$ cat src/rtl/ucdw_pkg.sv
// ----------------------------------------------------------------------------
// ucdw_pkg: shared types and constants
// Transaction payloads, result kinds, status codes and descriptor type codes
// for the configuration descriptor walker.
// ----------------------------------------------------------------------------
package ucdw_pkg;

   // Result kinds
   localparam logic [1:0] KIND_INTERFACE = 2'd0;
   localparam logic [1:0] KIND_ENDPOINT  = 2'd1;
   localparam logic [1:0] KIND_SUMMARY   = 2'd2;

   // status_and_last codes
   localparam logic [1:0] STATUS_NONE      = 2'd0;
   localparam logic [1:0] STATUS_LAST_OK   = 2'd1;
   localparam logic [1:0] STATUS_LAST_SHORT = 2'd3;

   // Standard descriptor type codes
   localparam logic [7:0] DTYPE_INTERFACE = 8'd4;
   localparam logic [7:0] DTYPE_ENDPOINT  = 8'd5;

   // Minimum configuration header length and minimum useful descriptor lengths
   localparam logic [7:0] HEADER_MIN     = 8'd9;
   localparam logic [7:0] IF_LEN_MIN     = 8'd8;
   localparam logic [7:0] EP_LEN_MIN     = 8'd7;

   typedef struct packed {
      logic [7:0] data_byte;
      logic       last_byte;
   } req_type;

   typedef struct packed {
      logic [1:0]  kind;
      logic [7:0]  class_code;
      logic [7:0]  subclass_code;
      logic [7:0]  protocol_code;
      logic        interface_seen;
      logic [3:0]  ep_slot;
      logic [7:0]  ep_address;
      logic [7:0]  ep_attributes;
      logic [15:0] ep_max_packet;
      logic [7:0]  ep_interval;
      logic [4:0]  ep_count;
      logic [1:0]  status_and_last;
   } rsp_type;

endpackage

$ cat src/rtl/usb_config_descriptor_walker.sv
// ----------------------------------------------------------------------------
// usb_config_descriptor_walker: USB configuration descriptor walker
// Skips the configuration header, walks the length/type chain and reports
// interface codes, endpoint records and a per-set summary.
// ----------------------------------------------------------------------------
//
//   channel  direction  handshake          payload
//   req_*    in         valid / stall      req_type: one buffer byte + last mark
//   rsp_*    out        valid / stall      rsp_type: interface, endpoint, summary
//
// One byte per cycle while the queue has room: a byte enters the input register,
// is walked and its results (up to two) land in a 4-entry result queue.
// The input register advances while the queue has room for two results.
// Reset is synchronous and returns the walker to the start of a set.
// A stalled rsp side fills the queue and then backs up into req_stall.
// ----------------------------------------------------------------------------
module usb_config_descriptor_walker
   import ucdw_pkg::*;
#(
   parameter int MAX_ENDPOINTS = 16
) (
   input  logic    clock,
   input  logic    reset,
   input  logic    req_valid,
   output logic    req_stall,
   input  req_type req_data,
   output logic    rsp_valid,
   input  logic    rsp_stall,
   output rsp_type rsp_data
);

   localparam int EpCntW = $clog2(MAX_ENDPOINTS + 1);
   localparam int Depth  = 4;
   localparam int PtrW   = 2;
   localparam int CntW   = 3;
   localparam logic [3:0] PosSat = 4'd9;

   // Input register
   logic    in_valid_ff, in_valid_in;
   req_type in_ff;

   // Walker state
   logic [3:0]        pos_ff, pos_in;
   logic [7:0]        hdr_ff, hdr_in;
   logic [7:0]        len_ff, len_in;
   logic [7:0]        dtype_ff, dtype_in;
   logic [7:0]        off_ff, off_in;
   logic [39:0]       cap_ff, cap_in;
   logic              stop_ff, stop_in;
   logic [EpCntW-1:0] epcnt_ff, epcnt_in;
   logic [23:0]       codes_ff, codes_in;
   logic              found_ff, found_in;

   // Result queue
   rsp_type          fifo_ff [Depth];
   logic [PtrW-1:0]  wr_ptr_ff, rd_ptr_ff;
   logic [CntW-1:0]  fifo_cnt_ff;
   logic [PtrW-1:0]  sum_ptr;

   logic    adv;
   logic    pop;
   logic    desc_v, sum_v;
   rsp_type desc_r, sum_r;
   logic [1:0] push_n;

   function automatic rsp_type make_rsp(
      input logic [1:0]  kind,
      input logic [23:0] codes,
      input logic        found,
      input logic        is_ep,
      input logic [3:0]  slot,
      input logic [39:0] cap,
      input logic [4:0]  count,
      input logic [1:0]  status
   );
      rsp_type r;
      r.kind            = kind;
      r.class_code      = codes[7:0];
      r.subclass_code   = codes[15:8];
      r.protocol_code   = codes[23:16];
      r.interface_seen  = found;
      r.ep_slot         = is_ep ? slot : 4'd0;
      r.ep_address      = is_ep ? cap[7:0] : 8'd0;
      r.ep_attributes   = is_ep ? cap[15:8] : 8'd0;
      r.ep_max_packet   = is_ep ? cap[31:16] : 16'd0;
      r.ep_interval     = is_ep ? cap[39:32] : 8'd0;
      r.ep_count        = count;
      r.status_and_last = status;
      return r;
   endfunction

   assign adv       = in_valid_ff && (fifo_cnt_ff <= CntW'(Depth - 2));
   assign req_stall = in_valid_ff && !adv;
   assign rsp_valid = (fifo_cnt_ff != '0);
   assign rsp_data  = fifo_ff[rd_ptr_ff];
   assign pop       = rsp_valid && !rsp_stall;

   always_comb begin
      in_valid_in = in_valid_ff;
      if (req_valid && !req_stall) begin
         in_valid_in = 1'b1;
      end else if (adv) begin
         in_valid_in = 1'b0;
      end
   end

   // Walk one byte
   always_comb begin
      logic [7:0]          b;
      logic [EpCntW+4:0]   cnt_wide;
      logic [EpCntW+4:0]   slot_wide;

      b         = in_ff.data_byte;
      pos_in    = pos_ff;
      hdr_in    = hdr_ff;
      len_in    = len_ff;
      dtype_in  = dtype_ff;
      off_in    = off_ff;
      cap_in    = cap_ff;
      stop_in   = stop_ff;
      epcnt_in  = epcnt_ff;
      codes_in  = codes_ff;
      found_in  = found_ff;
      desc_v    = 1'b0;
      sum_v     = 1'b0;
      desc_r    = '0;
      sum_r     = '0;
      cnt_wide  = '0;
      slot_wide = '0;

      if (adv) begin
         if (pos_ff != PosSat) begin
            pos_in = pos_ff + 4'd1;
         end

         if (pos_ff == 4'd0) begin
            hdr_in = ((b < HEADER_MIN) ? HEADER_MIN : b) - 8'd1;
         end else if (hdr_ff != 8'd0) begin
            hdr_in = hdr_ff - 8'd1;
         end else if (!stop_ff) begin
            if (off_ff == 8'd0) begin
               // Length byte: a zero stops the walk, a one is a complete no-op
               if (b == 8'd0) begin
                  stop_in = 1'b1;
               end else begin
                  len_in   = b;
                  dtype_in = 8'd0;
                  cap_in   = '0;
                  if (b != 8'd1) begin
                     off_in = 8'd1;
                  end
               end
            end else begin
               if (off_ff == 8'd1) begin
                  dtype_in = b;
               end else if (dtype_ff == DTYPE_INTERFACE) begin
                  case (off_ff)
                     8'd5:    cap_in[7:0]   = b;
                     8'd6:    cap_in[15:8]  = b;
                     8'd7:    cap_in[23:16] = b;
                     default: cap_in        = cap_ff;
                  endcase
               end else if (dtype_ff == DTYPE_ENDPOINT) begin
                  case (off_ff)
                     8'd2:    cap_in[7:0]   = b;
                     8'd3:    cap_in[15:8]  = b;
                     8'd4:    cap_in[23:16] = b;
                     8'd5:    cap_in[31:24] = b;
                     8'd6:    cap_in[39:32] = b;
                     default: cap_in        = cap_ff;
                  endcase
               end

               if (({1'b0, off_ff} + 9'd1) == {1'b0, len_ff}) begin
                  if (dtype_ff == DTYPE_INTERFACE && len_ff >= IF_LEN_MIN) begin
                     codes_in = cap_in[23:0];
                     found_in = 1'b1;
                     cnt_wide = {5'd0, epcnt_ff};
                     desc_v   = 1'b1;
                     desc_r   = make_rsp(KIND_INTERFACE, codes_in, found_in, 1'b0,
                                         4'd0, '0, cnt_wide[4:0], STATUS_NONE);
                  end else if (dtype_ff == DTYPE_ENDPOINT && len_ff >= EP_LEN_MIN &&
                               epcnt_ff < EpCntW'(MAX_ENDPOINTS)) begin
                     epcnt_in  = epcnt_ff + EpCntW'(1);
                     slot_wide = {5'd0, epcnt_ff};
                     cnt_wide  = {5'd0, epcnt_in};
                     desc_v    = 1'b1;
                     desc_r    = make_rsp(KIND_ENDPOINT, codes_ff, found_ff, 1'b1,
                                          slot_wide[3:0], cap_in, cnt_wide[4:0],
                                          STATUS_NONE);
                  end
                  off_in = 8'd0;
               end else begin
                  off_in = off_ff + 8'd1;
               end
            end
         end

         if (in_ff.last_byte) begin
            sum_v = 1'b1;
            if (pos_in < HEADER_MIN[3:0]) begin
               sum_r = make_rsp(KIND_SUMMARY, '0, 1'b0, 1'b0, 4'd0, '0, 5'd0,
                                STATUS_LAST_SHORT);
            end else begin
               cnt_wide = {5'd0, epcnt_in};
               sum_r    = make_rsp(KIND_SUMMARY, codes_in, found_in, 1'b0, 4'd0, '0,
                                   cnt_wide[4:0], STATUS_LAST_OK);
            end
            // Back to the start of a set
            pos_in   = '0;
            hdr_in   = '0;
            len_in   = '0;
            dtype_in = '0;
            off_in   = '0;
            cap_in   = '0;
            stop_in  = 1'b0;
            epcnt_in = '0;
            codes_in = '0;
            found_in = 1'b0;
         end
      end
   end

   assign push_n  = {1'b0, desc_v} + {1'b0, sum_v};
   assign sum_ptr = desc_v ? (wr_ptr_ff + PtrW'(1)) : wr_ptr_ff;

   always_ff @(posedge clock) begin
      if (reset) begin
         in_valid_ff <= 1'b0;
         pos_ff      <= '0;
         hdr_ff      <= '0;
         len_ff      <= '0;
         dtype_ff    <= '0;
         off_ff      <= '0;
         cap_ff      <= '0;
         stop_ff     <= 1'b0;
         epcnt_ff    <= '0;
         codes_ff    <= '0;
         found_ff    <= 1'b0;
         wr_ptr_ff   <= '0;
         rd_ptr_ff   <= '0;
         fifo_cnt_ff <= '0;
      end else begin
         in_valid_ff <= in_valid_in;
         pos_ff      <= pos_in;
         hdr_ff      <= hdr_in;
         len_ff      <= len_in;
         dtype_ff    <= dtype_in;
         off_ff      <= off_in;
         cap_ff      <= cap_in;
         stop_ff     <= stop_in;
         epcnt_ff    <= epcnt_in;
         codes_ff    <= codes_in;
         found_ff    <= found_in;
         wr_ptr_ff   <= wr_ptr_ff + PtrW'(push_n);
         rd_ptr_ff   <= rd_ptr_ff + PtrW'(pop);
         fifo_cnt_ff <= fifo_cnt_ff + CntW'(push_n) - CntW'(pop);
      end
   end

   always_ff @(posedge clock) begin
      if (req_valid && !req_stall) begin
         in_ff <= req_data;
      end
      // A descriptor result goes ahead of the summary of the same byte
      for (int i = 0; i < Depth; i++) begin
         if (desc_v && wr_ptr_ff == PtrW'(i)) begin
            fifo_ff[i] <= desc_r;
         end else if (sum_v && sum_ptr == PtrW'(i)) begin
            fifo_ff[i] <= sum_r;
         end
      end
   end

   // Checks
   a_fifo_bound: assert property (@(posedge clock) disable iff (reset)
      fifo_cnt_ff <= CntW'(Depth))
      else $error("result queue overflow");

   a_last_clears: assert property (@(posedge clock) disable iff (reset)
      (adv && in_ff.last_byte) |=> (pos_ff == 4'd0 && !stop_ff && epcnt_ff == '0))
      else $error("walker state not cleared after final byte");

   a_short_summary: assert property (@(posedge clock) disable iff (reset)
      (rsp_valid && rsp_data.kind == KIND_SUMMARY && rsp_data.status_and_last[1])
         |-> (rsp_data.ep_count == 5'd0 && !rsp_data.interface_seen))
      else $error("short set summary reports content");

   a_status_on_summary: assert property (@(posedge clock) disable iff (reset)
      (rsp_valid && rsp_data.kind != KIND_SUMMARY) |-> (rsp_data.status_and_last == STATUS_NONE))
      else $error("status on a non-summary result");

   a_no_push_idle: assert property (@(posedge clock) disable iff (reset)
      !adv |-> (push_n == 2'd0))
      else $error("result pushed without an advancing byte");

endmodule
$ cat config.mk
export PLATFORM = sky130hd
export DESIGN_NAME = usb_config_descriptor_walker
export DESIGN_NICKNAME = d
export VERILOG_FILES = /design/src/rtl/ucdw_pkg.sv /design/src/rtl/usb_config_descriptor_walker.sv
export SDC_FILE = /design/constraint.sdc
export NUM_CORES = 1
export LEC_CHECK = 0
export BUFFER_PORTS_ARGS = -buffer_cell sky130_fd_sc_hd__buf_2
export CORE_MARGIN = 4
export CORE_UTILIZATION = 55
export DETAILED_ROUTE_END_ITERATION = 16
export PLACE_DENSITY = 0.73
export REMOVE_ABC_BUFFERS = 1
export SETUP_SLACK_MARGIN = 0.15
export SYNTH_ARGS = -nofsm -noshare
export SYNTH_HDL_FRONTEND = slang
export SYNTH_SLANG_ARGS = --single-unit
$ cat constraint.sdc
create_clock -name clock -period 14.09 [get_ports clock]
set_input_delay 0.7045 -clock clock [delete_from_list [all_inputs] [get_ports clock]]
set_output_delay 0.7045 -clock clock [all_outputs]
set_load 0.005 [all_outputs]
==> results.cfg, run 1 <==
[cts]
clock_pin_slew_reported_for_the_worst_setup_and_hold_paths_after_clock_tree_synthesis_ns = 0.06
cts-hold-fix-buffers = 0
cts_root_buffer = clkbuf_16
clock_sinks = 432
cts_setup_buffers = 0
worst_skew_pair.late_latency_ns = 0.58
post_cts_resize_count = 0
tritoncts = done
cts_made_buffers = 45
cts-root-to-sink-buffers = 3
cts_htree_levels = 2

[setup_path]
end_kind = register
start_kind = register
path_buf_inv = 5
worst_path_max_delay_cell = buf_4
worstPathCellList = inv_1, ha_1, or3b_1, nand4b_1, or3_1, a211o_4, nor4_4, buf_4, nor2_2, a21oi_4, buf_4, inv_2, or2_1, buf_4, nor2_1
critical-path-top-cell-by-count = buf_4
path_delay_family = simple AND/OR/NAND/NOR gates
critical_path_class = register to register
critical_path.max_stage_delay_ns = 0.60
critical_path.max_fanout = 59
cp.required_ns = 14.51
worstPathArrival_ns = 5.35

[timing]
finalSetupViolCount = 0
rsz0062_at_grt = false
period_needed_ns = 4.93
achievable-frequency_mhz = 203
skew_ns = 0.0145
hold_viol = 0
tns_setup_ns = 0
final_min_period_over_clock_period_pct = 35.0
final_max_slew_viol_count = 0
timing.max_slew.rel_slack_pct = 16.1
timing_worst_slew_pin_value_ns = 1.25

[place]
numPlacedInstances = 2235
buffer_ports.inserted = 92
gp_routability_congestion = 0.895
hpwl_um = 29900

[floorplanning]
fp-row-count = 69
num_io_pins = 93
initial_core_util_pct = 56.1
fp.coreArea_um2 = 35800
dieArea_um2 = 39700
floorplan.die.height_um = 199
die_x_extent_um = 199

[grt]
grt_use_total_pct = 25.3
via_count_of_the_first_global_routing_pass = 14200
globalRouteMet2Util_pct = 42.4
grt_use_met1_pct = 33.8
grt_pass1_wl_um = 78700
grt_start_max_net_pins = 68
met3_resource_use_gr_pct = 4.18
grt_busiest_layer = met2
grt_remaining_overflow = 0
number_of_antenna_violations_at_the_first_check_in_global_routing = 0

[detailed_routing]
drt_iter0_drc = 1312
route.detailed.drc = 0
routed-via-count = 14400
wl_um = 50000
detail-route-antenna-nets = 0
post_drt_wl_per_cell_um = 21.5
firstDrtPassIters = 6
vias_per_cell = 6.19

[yosys]
yosys_register_bits = 432
synth-warning-count = 0
ys_seq_area_share_pct = 56.6
asyncSetResetFlopFracSynth_pct = 0
synth_edf_count = 272
netlist_instances = 1772
synthesis.area_per_instance_um2 = 11.3
synth-main-ff-cell = edfxtp_1
synth_cell_types = 69
syn-cell-area_um2 = 20100

[run]
max_cap_violations = 0

[pwr]
static-leakage-power_nw = 7.60
sw_frac_of_total_pct = 25.2
switchingPower_uw = 783
clock_power_share_pct = 39.2
vdd.ir_drop.worst_mv = 0.130
p_per_area_nw_per_um2 = 138
intPower_mw = 2.33
seq_power_share_pct = 45.5
power.share.combinational_pct = 15.2

[final_layout]
final_nets = 1856
num-fill-cells = 2713
fin_cells = 2319
post_route_cells_drive_above_1_share_pct = 17.1
num_antenna_cells = 0
synthToLayoutAreaGrowth_pct = 12.2

[min_path]
class_of_the_worst_hold_path = primary input to register

[outcome]
run_status = finished clean
power groups by stage:
stage	logic, mW	registers [mW]	clock network (mW)
5_1_grt	0.515	1.42	1.29
3_3_place_gp	0.478	1.44	0
4_1_cts	0.484	1.42	1.24
2_1_floorplan	0.287	1.47	0
3_5_place_dp	0.481	1.44	0
6_report	0.474	1.42	1.22
synthesized netlist by cell type, drive strengths merged (21+ instances only):
| library cell | instances | area (um2) |
|---|---|---|
| a21oi | 51 | 263 |
| buf | 41 | 215 |
| clkbuf | 93 | 349 |
| dfxtp | 160 | 3200 |
| edfxtp | 272 | 8170 |
| ha | 21 | 263 |
| inv | 33 | 124 |
| mux2i | 95 | 951 |
| mux4 | 77 | 1730 |
| nand2 | 198 | 743 |
| nand3 | 73 | 365 |
| nor2 | 210 | 791 |
| nor3 | 28 | 150 |
| o211ai | 25 | 188 |
| o21ai | 181 | 906 |
| o2bb2ai | 26 | 228 |
per-stage QoR:
stage | hold WS [ns] | setup slack (ns) | util [%] | total power [mW] | cell area, um2
after floorplan | 0.418 | 5.66 | - | 1.76 | 19500
after detailed placement | 0.438 | 9.26 | 58.7 | 1.93 | 21000
after global placement | 0.429 | 9.40 | 58.7 | 1.92 | 21000
after CTS | 0.278 | 9.22 | 62.9 | 3.14 | 22600
final | 0.309 | 9.16 | 62.9 | 3.11 | 22600
after global routing | 0.288 | 8.79 | 62.9 | 3.23 | 22600
cell usage in the layout, fill, tap and decap left out, types with 11 or more instances in the layout:
cell type  count
a21oi_1       49
buf_2         92
buf_4         44
clkbuf_16     46
clkinv_2      11
dfxtp_1      158
edfxtp_1     272
ha_1          21
inv_1         29
mux2i_1       93
mux4_2        77
nand2_1      198
nand3_1       72
nor2_1       209
nor2b_1       11
nor3_1        26
nor3b_1       12
o211ai_1      25
o21ai_0      177
o2bb2ai_1     26
xnor2_1       17
logic make-up after synthesis:
logic type	count (synthesis)	synth area share, %
and+or+nand+nor	598	13.4
DFF	432	56.6
AOI/OAI and AO/OA	354	10.7
muxes	176	13.6
buffers and inverters	168	3.44
xor gates and xnor gates	22	0.958
adders and majority gates	22	1.41
cell type report:
cell class,count,area [um2],area share [%]
Sequential cell,432,11400,50.5
Multi-Input combinational cell,1172,8150,36.1
Clock buffer,51,1190,5.28
Timing Repair Buffer,136,791,3.51
Tap cell,461,577,2.56
Clock inverter,33,343,1.52
Inverter,34,128,0.566
final timing paths:
kind | start | end | slack, ns | depth (start not counted)
worst max register to register | pos_ff[0] | fifo_ff[1][29] | 9.16 | 15
worst min-delay path | req_data[0] | in_ff[0] | 0.31 | 1
worst max-delay path | pos_ff[0] | fifo_ff[1][29] | 9.16 | 15
worst min register to register | fifo_ff[2][28] | fifo_ff[2][28] | 0.45 | 2
layer usage:
metal	vias to the layer above	wire, um	part of all wire (%)
li1	6624	-	-
met1	7021	20000	40
met2	613	24500	49
met5	-	0	0
met3	100	3880	7.8
met4	0	1540	3.1
flip-flops by register name, indices dropped and copies added, names as in the netlist, 3 cells and up:
name         count
epcnt_ff         5
codes_ff        24
dtype_ff         8
fifo_ff        308
in_ff            9
hdr_ff           8
pos_ff           4
fifo_cnt_ff      3
off_ff           8
cap_ff          40
len_ff           8
No activity file was read; power rests on OpenSTA's default activity.
==> run 2: changes to the inputs <==
ABC_AREA = 1   (was default)
PLACE_DENSITY = 0.75   (was 0.73)
clock period = 4.43 ns   (was 14.09 ns; I/O delays follow)
==> run 2 against run 1 <==
Against the previous run: routed wire length increased by 30%; register-to-register slack lost 8.5 ns; critical path depth unchanged; worst setup slack worse by 8.5 ns; clock power grew to 3.2 times the previous value; combinational power grew to 5.6 times the previous value; synthesized cell count is 51% higher; highest routed layer unchanged; core utilization shrank 0.49 points; critical endpoint is now fifo_ff[3][32].
==> results.cfg, run 2 <==
[pwr]
power.share.combinational_pct = 23.8
clock_power_share_pct = 35.4
switchingPower_mw = 3.57
vdd.ir_drop.worst_mv = 0.343
sw_frac_of_total_pct = 32.2
intPower_mw = 7.51
seq_power_share_pct = 40.7
static-leakage-power_nw = 9.30
p_per_area_nw_per_um2 = 456

[floorplanning]
fp-row-count = 72
initial_core_util_pct = 56.0
fp.coreArea_um2 = 38900
num_io_pins = 93
floorplan.die.height_um = 207
dieArea_um2 = 42800
die_x_extent_um = 207

[place]
placedInstanceArea_um2 = 22700
hpwl_um = 39800
gp_routability_congestion = 0.926
dp_slack_ns = 0.791
buffer_ports.inserted = 92

[timing]
timing_worst_slew_pin_value_ns = 1.07
final_critical_path_setup_slack_ns = 0.693
final_max_slew_viol_count = 0
final_min_period_over_clock_period_pct = 84.4
timing.max_slew.rel_slack_pct = 28.5
skew_ns = 0.0167
achievable-frequency_mhz = 268
period_needed_ns = 3.74
rsz0062_at_grt = false
finalSetupViolCount = 0
hold_viol = 0

[grt]
grt_use_total_pct = 30.0
grt_pass1_wl_um = 101000
grt_start_max_net_pins = 125
grt_remaining_overflow = 0
via_count_of_the_first_global_routing_pass = 18700
number_of_antenna_violations_at_the_first_check_in_global_routing = 0

[setup_path]
critical_path_class = register to register
start_kind = register
path_buf_inv = 4
worst_path_max_delay_cell = dfxtp_1
cp.required_ns = 4.65
critical_path.max_fanout = 77
critical-path-top-cell-by-count = nand2_1
worstPathArrival_ns = 3.96
path_delay_family = simple AND/OR/NAND/NOR gates
end_kind = register
critical_path.max_stage_delay_ns = 0.46
worstPathCellList = inv_1, ha_1, inv_1, nand2_1, nand2_1, nor2_1, nand2_1, nor2_1, nand3_1, nor2_2, nand4_1, inv_1, nand2_1, o21ai_4, buf_12

[yosys]
yosys.area.top_type = edfxtp_1
synth_simple_gate_area_share_pct = 27.1
synthesized_area_fraction_occupied_by_ao_oa_aoi_and_oai_cells_pct = 13.0
ys_seq_area_share_pct = 52.2
synthesis.area_per_instance_um2 = 8.15
synth_cell_types = 47
asyncSetResetFlopFracSynth_pct = 0
synth-warning-count = 0
syn-cell-area_um2 = 21800
yosys-mux-area-fraction_pct = 0
synth_xor_xnor_area_share_pct = 0.402
synth-adder-area-share_pct = 1.30
synth_area_leaders = edfxtp_1 38%, dfxtp_1 15%, nand2_1 12%, nor2_1 6.8%, o21ai_0 5.4%
yosys.area.top_type_share_pct = 37.5
yosys_register_bits = 432
synth_edf_count = 272
yosysMostFrequentCell = nand2_1
synth.top_cells.by_count = 687 x nand2_1, 395 x nor2_1, 272 x edfxtp_1
largest_family_of_logic_cells_by_synthesized_area = simple AND/OR/NAND/NOR gates
synth-main-ff-cell = edfxtp_1
netlist_instances = 2671

[outcome]
run_status = finished clean

[cts]
cts_setup_buffers = 0
clock_pin_slew_reported_for_the_worst_setup_and_hold_paths_after_clock_tree_synthesis_ns = 0.06
cts_root_buffer = clkbuf_16
cts_made_buffers = 46
cts-root-to-sink-buffers = 3
worst_skew_pair.late_latency_ns = 0.59
tritoncts = done
cts_htree_levels = 2
post_cts_resize_count = 0
clock_sinks = 432
cts-hold-fix-buffers = 10

[final_layout]
synthToLayoutAreaGrowth_pct = 11.6
max_flop_register = fifo_ff
post_route_cells_drive_above_1_share_pct = 10.3
largest_register_ffs = 308
biggestRegsByFlops = fifo_ff: 308 flops, cap_ff: 40 flops, codes_ff: 24 flops
num_antenna_cells = 0
finish.instance_area_um2 = 24300
most-common-layout-cells = 687 x nand2_1, 393 x nor2_1, 272 x edfxtp_1
final_nets = 2751
layout_commonest_cell = nand2_1

[detailed_routing]
firstDrtPassIters = 8
wl_um = 64900
post_drt_wl_per_cell_um = 19.8
detail-route-antenna-nets = 0
routed-via-count = 19500
drt_iter0_drc = 2199
route.detailed.drc = 0
vias_per_cell = 5.94

[run]
max_cap_violations = 0

[min_path]
class_of_the_worst_hold_path = primary input to register
[run 2: worst register-to-register path, stage by stage (launching register included)]
cell and delay [ns]:
dfxtp_1 0.46, inv_1 0.15, ha_1 0.32, inv_1 0.05
nand2_1 0.05, nand2_1 0.04, nor2_1 0.14, nand2_1 0.07
nor2_1 0.08, nand3_1 0.09, nor2_2 0.15, nand4_1 0.35
inv_1 0.24, nand2_1 0.45, o21ai_4 0.22, buf_12 0.42
[run 2: per-layer routing]
metal / part of all wire (%) / global-route usage (%) / wire [um] / vias to the layer above
li1: - / - / - / 9099
met1: 39 / 39.4 / 25200 / 9140
met2: 46 / 48.8 / 29800 / 1021
met3: 11 / 6.56 / 7100 / 191
met4: 4.3 / 12.4 / 2760 / 0
met5: 0 / 0 / 0 / -
[run 2: metrics by stage]
step / cells / hold slack (ns) / power, mW / setup TNS (ns) / utilization, %
5_1_grt: 3272 / 0.199 / 11.6 / 0 / 62.5
3_5_place_dp: 3176 / 0.400 / 7.19 / 0 / 58.2
4_1_cts: 3272 / 0.162 / 11.1 / 0 / 62.5
6_report: 3272 / 0.169 / 11.1 / 0 / 62.5
2_1_floorplan: 2514 / 0.291 / 6.04 / -1043.05 / -
3_3_place_gp: 3176 / 0.399 / 7.14 / 0 / 58.2
[run 2: cell type report]
cell class | instances | area, um2
Multi-Input combinational cell | 1931 | 9150
Inverter | 151 | 571
Clock buffer | 60 | 1250
Sequential cell | 432 | 11400
Clock inverter | 26 | 282
Fill cell | 3336 | 14600
Tap cell | 518 | 648
Timing Repair Buffer | 154 | 1030
[run 2: cell families after synthesis]
kind of cell,after synthesis
XOR/XNOR,10
buffers and inverters,308
adder cells (fa/ha/maj),22
flip-flops,432
AND/OR/NAND/NOR,1392
AO/OA/AOI/OAI,507
[run 2: final timing paths]
kind             startpoint        endpoint  slack [ns]  cells after the start
max               off_ff[0]  fifo_ff[3][32]        0.69                     15
min               rsp_stall    rd_ptr_ff[0]        0.17                      5
max reg2reg       off_ff[0]  fifo_ff[3][32]        0.69                     15
min reg2reg  fifo_ff[2][76]  fifo_ff[2][76]        0.47                      2
[run 2: power by group through the flow]
stage	clock network, mW	registers (mW)	logic (mW)
detailed placement	0	4.60	2.59
CTS	3.96	4.51	2.62
floorplan	0	4.67	1.38
finish	3.92	4.51	2.64
global placement	0	4.59	2.55
global route	4.13	4.53	2.89
